--- config.mk ---
export PLATFORM = sky130hd
export DESIGN_NAME = ism_cfg
export DESIGN_NICKNAME = d
export VERILOG_FILES = /design/src/hw/rtl/ism_pkg.sv /design/src/hw/rtl/ism_cfg.sv
export SDC_FILE = /design/constraint.sdc
export NUM_CORES = 1
export LEC_CHECK = 0
export BUFFER_PORTS_ARGS = -buffer_cell sky130_fd_sc_hd__clkbuf_2
export CAP_MARGIN = 20
export CORE_UTILIZATION = 44
export CTS_BUF_LIST = sky130_fd_sc_hd__clkbuf_4
export CTS_CLUSTER_SIZE = 30
export DETAILED_ROUTE_END_ITERATION = 10
export PLACE_DENSITY = 0.87
export SYNTH_ARGS = -nofsm -noshare
export SYNTH_HDL_FRONTEND = slang
export SYNTH_SLANG_ARGS = --single-unit
--- constraint.sdc ---
create_clock -name clk_i -period 1.4 [get_ports clk_i]
set_input_delay 0.28 -clock clk_i [delete_from_list [all_inputs] [get_ports clk_i]]
set_output_delay 0.28 -clock clk_i [all_outputs]
set_load 0.1 [all_outputs]
--- src/hw/rtl/ism_pkg.sv ---
// Shared types, sizes and helpers for the image scale / mirror engine.
// No dependencies; every other file of the block but ism_chk imports this package.
package ism_pkg;

  localparam int MAX_DIM    = 64;
  localparam int PIXEL_BITS = 24;
  localparam int OUT_W      = 24;
  localparam int CFG_DIM_W  = 7;
  localparam int MODE_W     = 2;
  localparam int DIM_W      = $clog2(MAX_DIM + 1);
  localparam int SUM_W      = DIM_W + 1;
  localparam int COORD_W    = $clog2(MAX_DIM);
  localparam int ADDR_W     = 2 * COORD_W;
  localparam int COUNT_W    = ADDR_W + 1;
  localparam int DIVD_W     = ADDR_W;
  localparam int DCNT_W     = $clog2(DIVD_W);
  localparam int APB_AW     = 5;
  localparam int APB_DW     = 32;
  localparam int REG_IDX_W  = 3;

  typedef enum logic [REG_IDX_W-1:0] {
    REG_SRC_WIDTH  = 3'd0,
    REG_SRC_HEIGHT = 3'd1,
    REG_DST_WIDTH  = 3'd2,
    REG_DST_HEIGHT = 3'd3,
    REG_MODE       = 3'd4
  } ism_reg_e;

  typedef enum logic [MODE_W-1:0] {
    MODE_RESIZE   = 2'd0,
    MODE_ROT180   = 2'd1,
    MODE_MIRROR_H = 2'd2,
    MODE_MIRROR_V = 2'd3
  } ism_mode_e;

  typedef enum logic {
    OP_LOAD  = 1'b0,
    OP_FETCH = 1'b1
  } ism_op_e;

  typedef struct packed {
    logic [CFG_DIM_W-1:0] src_width;
    logic [CFG_DIM_W-1:0] src_height;
    logic [CFG_DIM_W-1:0] dst_width;
    logic [CFG_DIM_W-1:0] dst_height;
    ism_mode_e            mode;
  } ism_cfg_t;

  typedef struct packed {
    logic              start;
    logic [DIVD_W-1:0] dividend;
    logic [DIM_W-1:0]  divisor;
  } ism_div_req_t;

  typedef struct packed {
    logic              done;
    logic [DIVD_W-1:0] quotient;
    logic [DIM_W-1:0]  remainder;
  } ism_div_res_t;

  // Zero counts as one, anything above the store edge as the edge.
  function automatic logic [DIM_W-1:0] clamp_dim(input logic [CFG_DIM_W-1:0] v);
    logic [DIM_W-1:0] r;
    if (v == '0) begin
      r = DIM_W'(1);
    end else if (32'(v) > MAX_DIM) begin
      r = DIM_W'(MAX_DIM);
    end else begin
      r = DIM_W'(v);
    end
    return r;
  endfunction

endpackage

--- src/hw/rtl/ism_cfg.sv ---
// Register bank behind the APB-style port: sizes and mode.
// Depends on ism_pkg.
module ism_cfg (
  input  logic                        clk_i,
  input  logic                        rst_ni,
  input  logic                        psel,
  input  logic                        penable,
  input  logic                        pwrite,
  input  logic [ism_pkg::APB_AW-1:0]  paddr,
  input  logic [ism_pkg::APB_DW-1:0]  pwdata,
  output logic [ism_pkg::APB_DW-1:0]  prdata,
  output logic                        pready,
  output ism_pkg::ism_cfg_t           cfg_o,
  output logic                        cfg_wr_o
);
  import ism_pkg::*;

  ism_cfg_t                cfg_q, cfg_d;
  logic [REG_IDX_W-1:0]    idx;
  logic                    wr_en;

  assign pready   = 1'b1;
  assign idx      = paddr[APB_AW-1:2];
  assign wr_en    = psel & penable & pwrite;
  assign cfg_wr_o = wr_en;
  assign cfg_o    = cfg_q;

  always_comb begin
    cfg_d = cfg_q;
    if (wr_en) begin
      case (ism_reg_e'(idx))
        REG_SRC_WIDTH:  cfg_d.src_width  = pwdata[CFG_DIM_W-1:0];
        REG_SRC_HEIGHT: cfg_d.src_height = pwdata[CFG_DIM_W-1:0];
        REG_DST_WIDTH:  cfg_d.dst_width  = pwdata[CFG_DIM_W-1:0];
        REG_DST_HEIGHT: cfg_d.dst_height = pwdata[CFG_DIM_W-1:0];
        REG_MODE:       cfg_d.mode       = ism_mode_e'(pwdata[MODE_W-1:0]);
        default:        cfg_d = cfg_q;
      endcase
    end
  end

  always_comb begin
    case (ism_reg_e'(idx))
      REG_SRC_WIDTH:  prdata = APB_DW'(cfg_q.src_width);
      REG_SRC_HEIGHT: prdata = APB_DW'(cfg_q.src_height);
      REG_DST_WIDTH:  prdata = APB_DW'(cfg_q.dst_width);
      REG_DST_HEIGHT: prdata = APB_DW'(cfg_q.dst_height);
      REG_MODE:       prdata = APB_DW'(cfg_q.mode);
      default:        prdata = '0;
    endcase
  end

  always_ff @(posedge clk_i or negedge rst_ni) begin
    if (!rst_ni) begin
      cfg_q.src_width  <= CFG_DIM_W'(64);
      cfg_q.src_height <= CFG_DIM_W'(64);
      cfg_q.dst_width  <= CFG_DIM_W'(64);
      cfg_q.dst_height <= CFG_DIM_W'(64);
      cfg_q.mode       <= MODE_RESIZE;
    end else begin
      cfg_q <= cfg_d;
    end
  end

endmodule

# [Yosys cells after proc, flatten, opt, wreduce, memory -nomap -nowiden]
# Cells that the tools add are included.
[word_totals] ff_bits=30 elab_cells=18
[op_classes] n_eq_ne=4 muxes=1 n_bitwise=2 n_reduce_logical=6
[ops] cell="$pmux 7 s5" count=1
[ops] cell="$reduce_and 2->1" count=5
[ops] cell="$eq 3x2->1 const B" count=2
[ops] cell="$eq 3x1->1 const B" count=1
[ops] cell="$eq 3x3->1 const B" count=1
[ops] cell="$logic_not 3->1" count=1
[ops] cell="$and 1x1->1" count=2

# [Depth between registers and ports, before layout]
[depth] depth_word=3 depth_mapped=4 ltp_nobuf=3

# [Worst setup path after synthesis]
# No wires, ideal clock.
[synth_path] kind="flip-flop to output port" from="register cfg_q (netlist bit cfg_o[2])" to="output port prdata[0] in the netlist's numbering" arrival_time_ns=2.755 required_ns=1.120 path_slack_ns=-1.635 path_stages_with_launch=4 path_cell_list="dfrtp_1 > mux2_2 > a21oi_1 > o22ai_1"
[synth_via] elab_chain_cells=1
[synth_rtl] element="start, declared" line="ism_cfg.sv:18" source="ism_cfg_t cfg_q, cfg_d;"
[synth_rtl] element="start signal, assigned" line="ism_cfg.sv:61" source="cfg_q <= cfg_d;"
[synth_rtl] element="$pmux 7 s5" line="ism_cfg.sv:43" source="case (ism_reg_e'(idx))"
[synth_rtl] element="end, declared" line="ism_cfg.sv:11" source="output logic [ism_pkg::APB_DW-1:0] prdata,"
# Every way passes these cells.

# [Worst setup path in the final report]
[layout_path] from="register cfg_q (netlist bit cfg_o[14])" to="output port prdata[5] in the netlist's numbering"
# Same word-level chain as after synthesis.

==> flow_results.org <==
** Routing
- In the final routed layout, each cell accounts on average for 21.29 um.
- Number of nets still failing antenna checks after routing :: 0
- Total number of vias :: 1450
- First-pass iteration count of the detailed router :: 4
- For this block, the initial DRC count from the detailed router was 69.
- Total wire length after detailed routing :: 6003 um
- For this run, design rule violations remaining after detail routing come to 0.
- Post-DR vias/cell :: 5.142

** Final layout
- The register with the most flip-flops in the layout has 30 of them.
- Top library cells by usage in the layout, fill and taps aside :: sky130_fd_sc_hd__buf_12 (39), sky130_fd_sc_hd__mux2_2 (31), sky130_fd_sc_hd__buf_4 (28), sky130_fd_sc_hd__conb_1 (26), sky130_fd_sc_hd__buf_6 (26)
- Count of antenna diodes in the layout :: 0
- Leaving out fill and tap cells, the most frequent cell in the layout is sky130_fd_sc_hd__buf_12.
- Final instance area :: 3221 um2
- Share of cells above drive strength 1 :: 0.8504
- The final layout contains 275 nets.
- Relative to the synthesized area, the layout overhead comes to 90.95%.
- For this run, the number of standard cells in the final layout without fillers is 282.

** Logic synthesis
- For this run, the register share of the synthesized area comes to 0.4481.
- The mapped netlist covers 1687 um2.
- Number of instances in the synthesized netlist :: 124
- In this run, synthesis produced a sequential element count of 30.
- Yosys printed 0 warnings.
- Avg Inst Size Synth :: 13.60 um2
- The netlist uses 25 different library cells.

** Worst setup path
- Worst Path Class, Setup :: flop to primary output
- Critical Path Start Type :: flop
- Data arrival time of the critical path :: 1.67 ns
- Crit Path Max Fanout :: 2
- Data on the critical path is required at its endpoint by 1.12 ns.
- CP endpoint kind :: primary output

** Hold path
- The worst hold path belongs to the class input port to flop.

** Floorplanning
- Die ar. :: 4085 um2
- The region available for standard cell placement spans 3661 um2.
- 106 I/O pins were placed.
- Floorplan row count :: 22
- X dimension of the die :: 63.92 um
- For this configuration, the core starts out at a cell density of 0.4607.
- Y dimension of the die :: 63.92 um

** STA
- Timing-limited maximum frequency :: 513.8 MHz
- The routed design could run at a clock period as short as 1.946 ns.
- Layout Skew :: 0 ns
- Once routing completed, OpenROAD measured the worst setup slack at -0.5463 ns.
- Hold Fails Final Rpt :: 0
- Total setup violations reported at the end of the flow :: 19
- After routing, the total negative slack on setup checks comes to -4.352 ns.
- Period utilization :: 1.390
- Setup repair after global routing could not meet its margin everywhere.
- The max-slew violation total from the final report came to 0.
- Worst Hold Margin :: 0.2463 ns

** Placed design
- In this run, placement finished with an instance count of 260.
- Post-DP HPWL :: 3453 um
- At the end of routability-driven placement, the weighted congestion stood at 0.7568.
- Worst slack at placement :: -0.3052 ns
- Count of input and output buffers :: 52
- Once placement finished, the instance area stood at 2924 um2.

** Global routing
- Initial antenna violation count :: 0
- Global-route wire length before repair :: 8252 um
- Number of global-route vias before repair :: 1476
- Entering global routing, the biggest net connects 17 pins.
- Global routing usage summed across all routing layers :: 0.2834
- Total global routing overflow :: 0

** Power
- In this run the power density over the cells is 1795 nW/um2.
- The worst-case IR drop observed on VDD is 1.270 mV.
- For this design the static power due to leakage is 0.001471 uW.

** Outcome
- The flow ran to the end, but the final reports show violations.
- The checks that failed: negative setup slack.

** Flow run
- Across the run, the number of max-cap violations was 0.

** Clock network
- Clock tree from TritonCTS :: built
- Total number of H-tree levels :: 2
- After clock tree synthesis, the clock-pin slew on the worst setup and hold paths is 0.09 ns.
- TritonCTS buffer count :: 5
- The clock drives 30 sinks.
- Insertion delay to the later sink of the worst-skew pair :: 0.32 ns
- Number of buffers between clock root and the deepest sink :: 2
- Root Buffer :: sky130_fd_sc_hd__clkbuf_4
-- stage by stage --
stage | power (uW) | utilization
3_3_place_gp | 4666 | 0.7987
6_report | 5781 | 0.8797
4_1_cts | 5610 | 0.8530
5_1_grt | 5911 | 0.8797
3_5_place_dp | 4732 | 0.7987
2_1_floorplan | 3440 | -
-- logic make-up (layout without fill, tap and decap cells) --
logic type	count (synthesis)	count (layout)	share of synthesized area
and+or+nand+nor	21	21	0.1031
DFF	30	30	0.4481
muxes	38	38	0.2975
buffers and inverters	30	116	0.1358
other	2	26	0.004453
AOI/OAI and AO/OA	3	3	0.01113
-- timing repair --
item,4_1_cts,5_1_grt
gates resized for setup,31,13
pin swaps,3,0
hold buffers,1,0
setup endpoints to repair,29,33
setup buffers,9,18
hold endpoints to repair,11,0
-- metal layers --
| metal | GRT usage | routed length, um | vias up |
|---|---|---|---|
| li1 | - | - | 611 |
| met1 | 0.3322 | 2316 | 736 |
| met2 | 0.4934 | 3133 | 82 |
| met3 | 0.07500 | 345 | 21 |
| met4 | 0.1051 | 208 | 0 |
| met5 | 0 | 0 | - |
-- final timing paths --
| kind | cells after the start | to | slack (ns) | from |
|---|---|---|---|---|
| min in group asynchronous | 2 | cfg_o[2] | 0.49 | rst_ni |
| worst max-delay path | 3 | prdata[5] | -0.55 | cfg_o[14] |
| worst max register to register | 4 | cfg_o[28] | 0.15 | cfg_o[28] |
| worst min register to register | 1 | cfg_o[0] | 0.59 | cfg_o[0] |
| worst min-delay path | 2 | cfg_o[25] | 0.25 | pwdata[2] |
| max in group asynchronous | 3 | cfg_o[13] | 0.44 | rst_ni |
-- Yosys cell counts, drive strengths merged --
cell / number / share of area
conb: 2 / 0.0045
dfstp: 4 / 0.062
and3: 2 / 0.0082
mux4: 5 / 0.078
mux2: 32 / 0.21
nand4b: 1 / 0.014
and4b: 1 / 0.0059
nand3: 3 / 0.0089
mux2i: 1 / 0.0059
nand2: 2 / 0.0059
nor3b: 3 / 0.027
clkbuf: 1 / 0.0022
dfrtp: 26 / 0.39
buf: 29 / 0.13
or3: 1 / 0.0037
nor2: 1 / 0.0022
a21oi: 1 / 0.0030
o21a: 1 / 0.0045
o22ai: 1 / 0.0037
nand3b: 2 / 0.0089
nor2b: 5 / 0.019
-- where the power goes --
group,switching (uW),leakage [uW],internal [uW]
Clock,305,0.0000463,417
Combinational,2330,0.00108,1430
Sequential,158,0.000341,1140
-- critical path: stages, from the launching register on --
cell                      delay (ns)
sky130_fd_sc_hd__dfrtp_4        0.51
sky130_fd_sc_hd__mux4_2         0.51
sky130_fd_sc_hd__nor2b_4        0.16
sky130_fd_sc_hd__buf_12         0.16
-- cell type report --
type	instances	area, um2
Clock buffer	7	52.55
Clock inverter	1	30.03
Fill cell	154	440.4
Multi-Input combinational cell	88	865.8
Sequential cell	30	848.3
Tap cell	48	60.06
Timing Repair Buffer	108	1364
No activity file was read; power rests on OpenSTA's default activity.
