`config.mk`:
```
export PLATFORM = sky130hd
export DESIGN_NAME = ism_div
export DESIGN_NICKNAME = d
export VERILOG_FILES = /design/src/hw/rtl/ism_pkg.sv /design/src/hw/rtl/ism_div.sv
export SDC_FILE = /design/constraint.sdc
export NUM_CORES = 1
export LEC_CHECK = 0
export ABC_AREA = 1
export ABC_CLOCK_PERIOD_IN_PS = 1700
export BUFFER_PORTS_ARGS = -buffer_cell sky130_fd_sc_hd__buf_2
export CORE_UTILIZATION = 35
export CTS_CLUSTER_SIZE = 16
export DETAILED_ROUTE_END_ITERATION = 16
export PLACE_DENSITY = 0.6
export RECOVER_POWER = 25
export SYNTH_ARGS = -nofsm -noshare
export SYNTH_HDL_FRONTEND = slang
export SYNTH_SLANG_ARGS = --single-unit
```
`constraint.sdc`:
```
create_clock -name clk_i -period 1.7 [get_ports clk_i]
set_input_delay 0.17 -clock clk_i [delete_from_list [all_inputs] [get_ports clk_i]]
set_output_delay 0.17 -clock clk_i [all_outputs]
set_load 0.01 [all_outputs]
```
`src/hw/rtl/ism_pkg.sv`:
```
// Shared types, sizes and helpers for the image scale / mirror engine.
// No dependencies; every other file of the block but ism_chk imports this package.
package ism_pkg;

  localparam int MAX_DIM    = 64;
  localparam int PIXEL_BITS = 24;
  localparam int OUT_W      = 24;
  localparam int CFG_DIM_W  = 7;
  localparam int MODE_W     = 2;
  localparam int DIM_W      = $clog2(MAX_DIM + 1);
  localparam int SUM_W      = DIM_W + 1;
  localparam int COORD_W    = $clog2(MAX_DIM);
  localparam int ADDR_W     = 2 * COORD_W;
  localparam int COUNT_W    = ADDR_W + 1;
  localparam int DIVD_W     = ADDR_W;
  localparam int DCNT_W     = $clog2(DIVD_W);
  localparam int APB_AW     = 5;
  localparam int APB_DW     = 32;
  localparam int REG_IDX_W  = 3;

  typedef enum logic [REG_IDX_W-1:0] {
    REG_SRC_WIDTH  = 3'd0,
    REG_SRC_HEIGHT = 3'd1,
    REG_DST_WIDTH  = 3'd2,
    REG_DST_HEIGHT = 3'd3,
    REG_MODE       = 3'd4
  } ism_reg_e;

  typedef enum logic [MODE_W-1:0] {
    MODE_RESIZE   = 2'd0,
    MODE_ROT180   = 2'd1,
    MODE_MIRROR_H = 2'd2,
    MODE_MIRROR_V = 2'd3
  } ism_mode_e;

  typedef enum logic {
    OP_LOAD  = 1'b0,
    OP_FETCH = 1'b1
  } ism_op_e;

  typedef struct packed {
    logic [CFG_DIM_W-1:0] src_width;
    logic [CFG_DIM_W-1:0] src_height;
    logic [CFG_DIM_W-1:0] dst_width;
    logic [CFG_DIM_W-1:0] dst_height;
    ism_mode_e            mode;
  } ism_cfg_t;

  typedef struct packed {
    logic              start;
    logic [DIVD_W-1:0] dividend;
    logic [DIM_W-1:0]  divisor;
  } ism_div_req_t;

  typedef struct packed {
    logic              done;
    logic [DIVD_W-1:0] quotient;
    logic [DIM_W-1:0]  remainder;
  } ism_div_res_t;

  // Zero counts as one, anything above the store edge as the edge.
  function automatic logic [DIM_W-1:0] clamp_dim(input logic [CFG_DIM_W-1:0] v);
    logic [DIM_W-1:0] r;
    if (v == '0) begin
      r = DIM_W'(1);
    end else if (32'(v) > MAX_DIM) begin
      r = DIM_W'(MAX_DIM);
    end else begin
      r = DIM_W'(v);
    end
    return r;
  endfunction

endpackage

```
`src/hw/rtl/ism_div.sv`:
```
// Restoring divider, one quotient bit per cycle, used to set up the
// resize steppers. Depends on ism_pkg.
module ism_div (
  input  logic                  clk_i,
  input  logic                  rst_ni,
  input  ism_pkg::ism_div_req_t req_i,
  output ism_pkg::ism_div_res_t res_o
);
  import ism_pkg::*;

  logic                active_q;
  logic                done_q;
  logic [DCNT_W-1:0]   cnt_q;
  logic [DIVD_W-1:0]   quo_q, quo_d;
  logic [DIM_W-1:0]    rem_q, rem_d;
  logic [DIM_W-1:0]    dvs_q;
  logic [SUM_W-1:0]    trial;
  logic                ge;

  always_comb begin
    trial = {rem_q, quo_q[DIVD_W-1]};
    ge    = trial >= SUM_W'(dvs_q);
    rem_d = ge ? DIM_W'(trial - SUM_W'(dvs_q)) : DIM_W'(trial);
    quo_d = {quo_q[DIVD_W-2:0], ge};
  end

  assign res_o.done      = done_q;
  assign res_o.quotient  = quo_q;
  assign res_o.remainder = rem_q;

  always_ff @(posedge clk_i or negedge rst_ni) begin
    if (!rst_ni) begin
      active_q <= 1'b0;
      done_q   <= 1'b0;
      cnt_q    <= '0;
    end else begin
      done_q <= 1'b0;
      if (req_i.start) begin
        active_q <= 1'b1;
        cnt_q    <= '0;
      end else if (active_q) begin
        cnt_q <= cnt_q + DCNT_W'(1);
        if (cnt_q == DCNT_W'(DIVD_W - 1)) begin
          active_q <= 1'b0;
          done_q   <= 1'b1;
        end
      end
    end
  end

  always_ff @(posedge clk_i) begin
    if (req_i.start) begin
      quo_q <= req_i.dividend;
      rem_q <= '0;
      dvs_q <= req_i.divisor;
    end else if (active_q) begin
      quo_q <= quo_d;
      rem_q <= rem_d;
    end
  end

endmodule

```
# == Word-level counts from Yosys, hierarchy flattened ==
# Cells that the tools add are included.
# word_totals
output_inout_bits,20
mem_count,0
ram_bits,0
mem_bits_ro,0
wordCells,22
in_bits,22
regBits,32
latch_bits,0
# classes
div_mod_pow,0
shifts,0
addsub,2
n_mul,0
eq_ne,1
n_mux,11
n_bitwise,0
n_reduce_logical,1
magnitude_cmp,1
# ops
operator,n
two-way mux 12 bit,2
greater-or-equal comparator 8 x 7 -> 1 bit,1
two-way mux 4 bit,2
two-way mux 7 bit,1
subtractor 7 bit,1
two-way mux 1 bit,6
"adder 4 x 1 -> 4 bit, second input constant",1
"equality test 4 bit, second input constant",1
nonzero test 2 bit,1

# == Logic depth before layout (Yosys ltp) ==
# depth
ltp_word,4
ltp_mapped,12
ltp_nobuf,12

# == Worst setup path after synthesis ==
# No wires, ideal clock.
# synth_timing
kind,reg2reg
from,register quo_q[11]
to,register rem_q[0]
n_path_buf,0
period_less_slack_ns,1.784
required_time_ns,1.631
setup_time_ns,0.069
arrival_ns,1.716
path_slack_ns,-0.084
stages_incl_launch_ff,13
path_cell_list,edfxtp_1 -> inv_1 -> ha_1 -> fa_1 -> inv_1 -> nand2_1 -> nand2_1 -> nand2_1 -> nand2_1 -> nand2_1 -> nand3_1 -> nand3_1 -> o21ai_2
# synth_via
elab_chain_len,2
elab_cells_between_ends,3
cone_classes,1 x add/sub; 1 x order compare; 1 x mux
# synth_rtl
element,line,text
from (decl),ism_div.sv:14,"logic [DIVD_W-1:0] quo_q, quo_d;"
from (signal assigned),ism_div.sv:53,quo_q <= req_i.dividend;
from (signal assigned),ism_div.sv:57,quo_q <= quo_d;
subtractor 7 bit or greater-or-equal comparator 8 x 7 -> 1 bit (tied branches),"ism_div.sv:23, ism_div.sv:22",
two-way mux 7 bit *,ism_div.sv:23,rem_d = ge ? DIM_W'(trial - SUM_W'(dvs_q)) : DIM_W'(trial);
to (signal assigned),ism_div.sv:58,rem_q <= rem_d;
to (decl),ism_div.sv:15,"logic [DIM_W-1:0] rem_q, rem_d;"
# Every way passes the cells marked *; elsewhere a longest branch is shown, timed or not.
# A chain may end at the register's enable or synchronous reset.

# == Final worst setup path ==
# layout_timing
from,register dvs_q[0]
to,register quo_q[0] (data pin)
# layout_via
elab_chain_len,3
# layout_rtl
element,line,text
from (decl),ism_div.sv:16,logic [DIM_W-1:0] dvs_q;
from (signal assigned),ism_div.sv:55,dvs_q <= req_i.divisor;
greater-or-equal comparator 8 x 7 -> 1 bit,ism_div.sv:22,ge = trial >= SUM_W'(dvs_q);
two-way mux 12 bit,ism_div.sv:56,end else if (active_q) begin
two-way mux 12 bit,ism_div.sv:52,if (req_i.start) begin
# Every way passes these cells. The select of a mux whose other input is x is not followed.

==> run summary <==
========================================================================================
Total via count after detailed routing ....................................         1464
CP max stage cell .........................................................     edfxtp_1
Overflow after GRT ........................................................            0
Count of cell types in the netlist ........................................           28
Final Hold Viols ..........................................................            0
Standard cell core area ................................................... 0.00469 mm^2
Number of routed nets with antenna violations .............................            0
Most frequent CP cell .....................................................      nand2_2
Leading cell types by total area after synthesis .......................... edfxtp_1 33%, nand2_1 18%, dfrtp_1 8.8%, dfxtp_1 8.2%, ha_1 5.9%
Combinational power share .................................................        0.405
Row cnt ...................................................................           25
DPL Wire Length ...........................................................      2.67 mm
Critical path buffer and inverter count ...................................            1
Effective utilization at floorplan ........................................        0.364
Weighted congestion at the end of routability-driven global placement .....        0.808
Total standard cell area after synthesis .................................. 0.00171 mm^2
Sw Ratio ..................................................................        0.356
Total of buffers placed on input and output ports .........................           41
Design Power ..............................................................      2.93 mW
Count of filler cells inserted in the layout ..............................          488
Category of cells accounting for the largest share of critical-path delay .  adder cells
CP peak stage delay .......................................................      0.42 ns
Clock tree from TritonCTS .................................................         done
H-tree depth ..............................................................            2
Synth area leader .........................................................     edfxtp_1
Max Buffers Root-to-Sink ..................................................            2
Crit end category .........................................................         flop
Cells traversed along the worst timing path ............................... ha_4 -> fa_2 -> inv_2 -> nand2_2 -> nand2_2 -> nand2_2 -> nand2_2 -> nand2_4 -> a31oi_1
Clock slew at reported path FFs ...........................................      0.07 ns
Cell-internal power .......................................................      1.89 mW
Transition at the pin with the smallest max-transition slack ..............     0.692 ns
Max-cap violation count ...................................................            0
Post-detailed-route via-to-cell ratio .....................................         4.66
Share of the core filled with cells .......................................        0.474
Final-report setup violation count ........................................            3
Share of total power in the clock network .................................        0.243
Initial antenna violation count ...........................................            0
Worst slack at placement ..................................................   -0.0697 ns
Total power density per cell area ......................................... 1320 mW/mm^2
Predominant post-synthesis flop cell ......................................     edfxtp_1
Routed WL per cell ........................................................      11.9 um
Proportion of synthesized chip area in sequential cells ...................        0.504
N_diodes ..................................................................            0
Cell area after placement ................................................. 0.00202 mm^2
Layout Skew ...............................................................   0.00141 ns
Final clock period utilization by the worst path ..........................         1.02
Commonest cells in the synthesized netlist ................................ 81 x nand2_1, 21 x inv_1, 19 x edfxtp_1
Ys Warns ..................................................................            0
Setup Crit Path Kind ...................................................... flop to flop
Total CTS buffers .........................................................            5
1st-iter DRT viols ........................................................           52
Leading cell type by number of instances after synthesis ..................      nand2_1
Overall track demand over capacity in global routing ......................        0.156
Gate Count Post-Synth .....................................................          202
LEAKAGE ...................................................................      1.16 nW
Number of nets in the layout ..............................................          290
Top achievable clock speed ................................................      575 MHz
Number of search-and-repair iterations in the first detailed-routing pass .            4
Number of slew-limit violations in the final report .......................            0
Register share of total power .............................................        0.352
Vias in the first global route ............................................         1361
Power dissipated by switching net loads ...................................      1.05 mW
Min-delay worst type ...................................................... primary input to flop
Signal arrival time at the worst endpoint .................................      1.86 ns
Post-route cell area ...................................................... 0.00223 mm^2
Unrepaired setup endpoints after global routing ...........................          yes
Share of layout cells above drive strength 1 ..............................        0.312
Growth of design area from synthesis to finish ............................        30.4%
Floorplan die width .......................................................      71.8 um
Final period demand of the worst path .....................................      1.74 ns
Number of enable-type register cells in the synthesized netlist ...........           19
Drt drc ...................................................................            0
Violations in the final reports ........................................... negative setup slack
Area share of the largest cell type after synthesis .......................        0.334
Height of the die .........................................................      71.8 um
Source-to-sink clock delay at the later pin of the worst-skew pair ........      0.28 ns
Total Routed Length .......................................................      3.75 mm
Worst-case setup margin in the final layout ...............................   -0.0383 ns
WHS .......................................................................    0.0595 ns
Global-route wire length before repair ....................................      6.12 mm
Peak supply drop ..........................................................       478 uV
Mapped Avg Cell Area ......................................................    8.45 um^2
Relative slew slack .......................................................        0.539
Critical-path maximum fanout ..............................................            8
Post-synthesis sequential element count ...................................           32
Critical Path Start Type ..................................................         flop
Clk root buf ..............................................................     clkbuf_8
Clock sink total ..........................................................           32
Async set-or-reset flop fraction in the synthesized netlist ...............        0.188
Total I/O pin count .......................................................           42
Synthesized net count .....................................................          233
Die ar. ................................................................... 0.00516 mm^2
Required time of the worst setup path .....................................      1.82 ns
Result of the run ......................................................... finished, violations left
Maximum number of pins on one net before global-route repair ..............           17
========================================================================================
==> registers in the layout (all words and copies together) (netlist names) <==
signal	flops
rem_q	7
dvs_q	7
done_q	1
quo_q	12
cnt_q	4
active_q	1
==> per-stage QoR <==
stage          setup TNS (ns)  std cells
2_1_floorplan               0        202
3_3_place_gp          -0.0216        301
3_5_place_dp           -0.451        301
4_1_cts               -0.0110        312
5_1_grt                -0.629        314
6_report              -0.0538        314
==> final timing paths <==
| check | cells after the start | startpoint | endpoint | slack, ns |
|---|---|---|---|---|
| hold / removal | 1 | req_i[5] | dvs_q[5] | 0.06 |
| max in group asynchronous | 2 | rst_ni | cnt_q[2] | 1.17 |
| hold reg to reg | 1 | cnt_q[3] | cnt_q[3] | 0.47 |
| setup / recovery | 9 | dvs_q[0] | quo_q[0] | -0.04 |
| min in group asynchronous | 2 | rst_ni | cnt_q[1] | 0.29 |
| setup reg to reg | 9 | dvs_q[0] | quo_q[0] | -0.04 |
==> cells by family after synthesis <==
family | after synthesis | synth area share
simple gates | 119 | 0.304
flops | 32 | 0.504
buf+inv | 30 | 0.0689
compound gates | 9 | 0.0374
fa+ha+maj | 9 | 0.0704
xor+xnor | 3 | 0.0154
==> power by group through the flow <==
stage	clock, mW	combinational [mW]	sequential [mW]
after detailed placement	0	1.03	1.05
after global routing	0.762	1.32	1.05
after floorplan	0	0.673	1.08
final	0.714	1.19	1.03
after global placement	0	1.02	1.05
after CTS	0.729	1.10	1.03
==> layout make-up <==
cell class	count	area [um^2]	area share
tap	54	67.6	0.0304
clock inverter	3	37.5	0.0169
timing repair buffer	54	313	0.141
multi-input combinational	140	781	0.351
inverter	26	97.6	0.0438
clock buffer	5	68.8	0.0309
sequential	32	861	0.387
==> placed cells by master (no fill, tap or decap), types with 6 or more instances in the layout <==
cell	netlist	routed
nand3_1	15	12
ha_1	8	7
inv_1	21	19
buf_2	1	40
nor2_1	10	9
buf_4	1	10
dfrtp_1	6	6
edfxtp_1	19	19
nand2_1	81	75
dfxtp_1	7	7
inv_2	5	7
==> timing repair <==
item	4_1_cts	5_1_grt
setup endpoints to repair	8	8
pin swaps	3	9
resized for setup	10	4
endpoints found under the hold margin	6	0
hold buffers	1	0
buffers inserted	2	2
==> layer usage <==
metal  wire (um)  part of all wire  track usage
met3         241             0.064       0.0506
met2        1730              0.46        0.249
met5           0                 0            0
met1        1710              0.46        0.196
met4          61             0.016       0.0654
No activity file was read; power rests on OpenSTA's default activity.
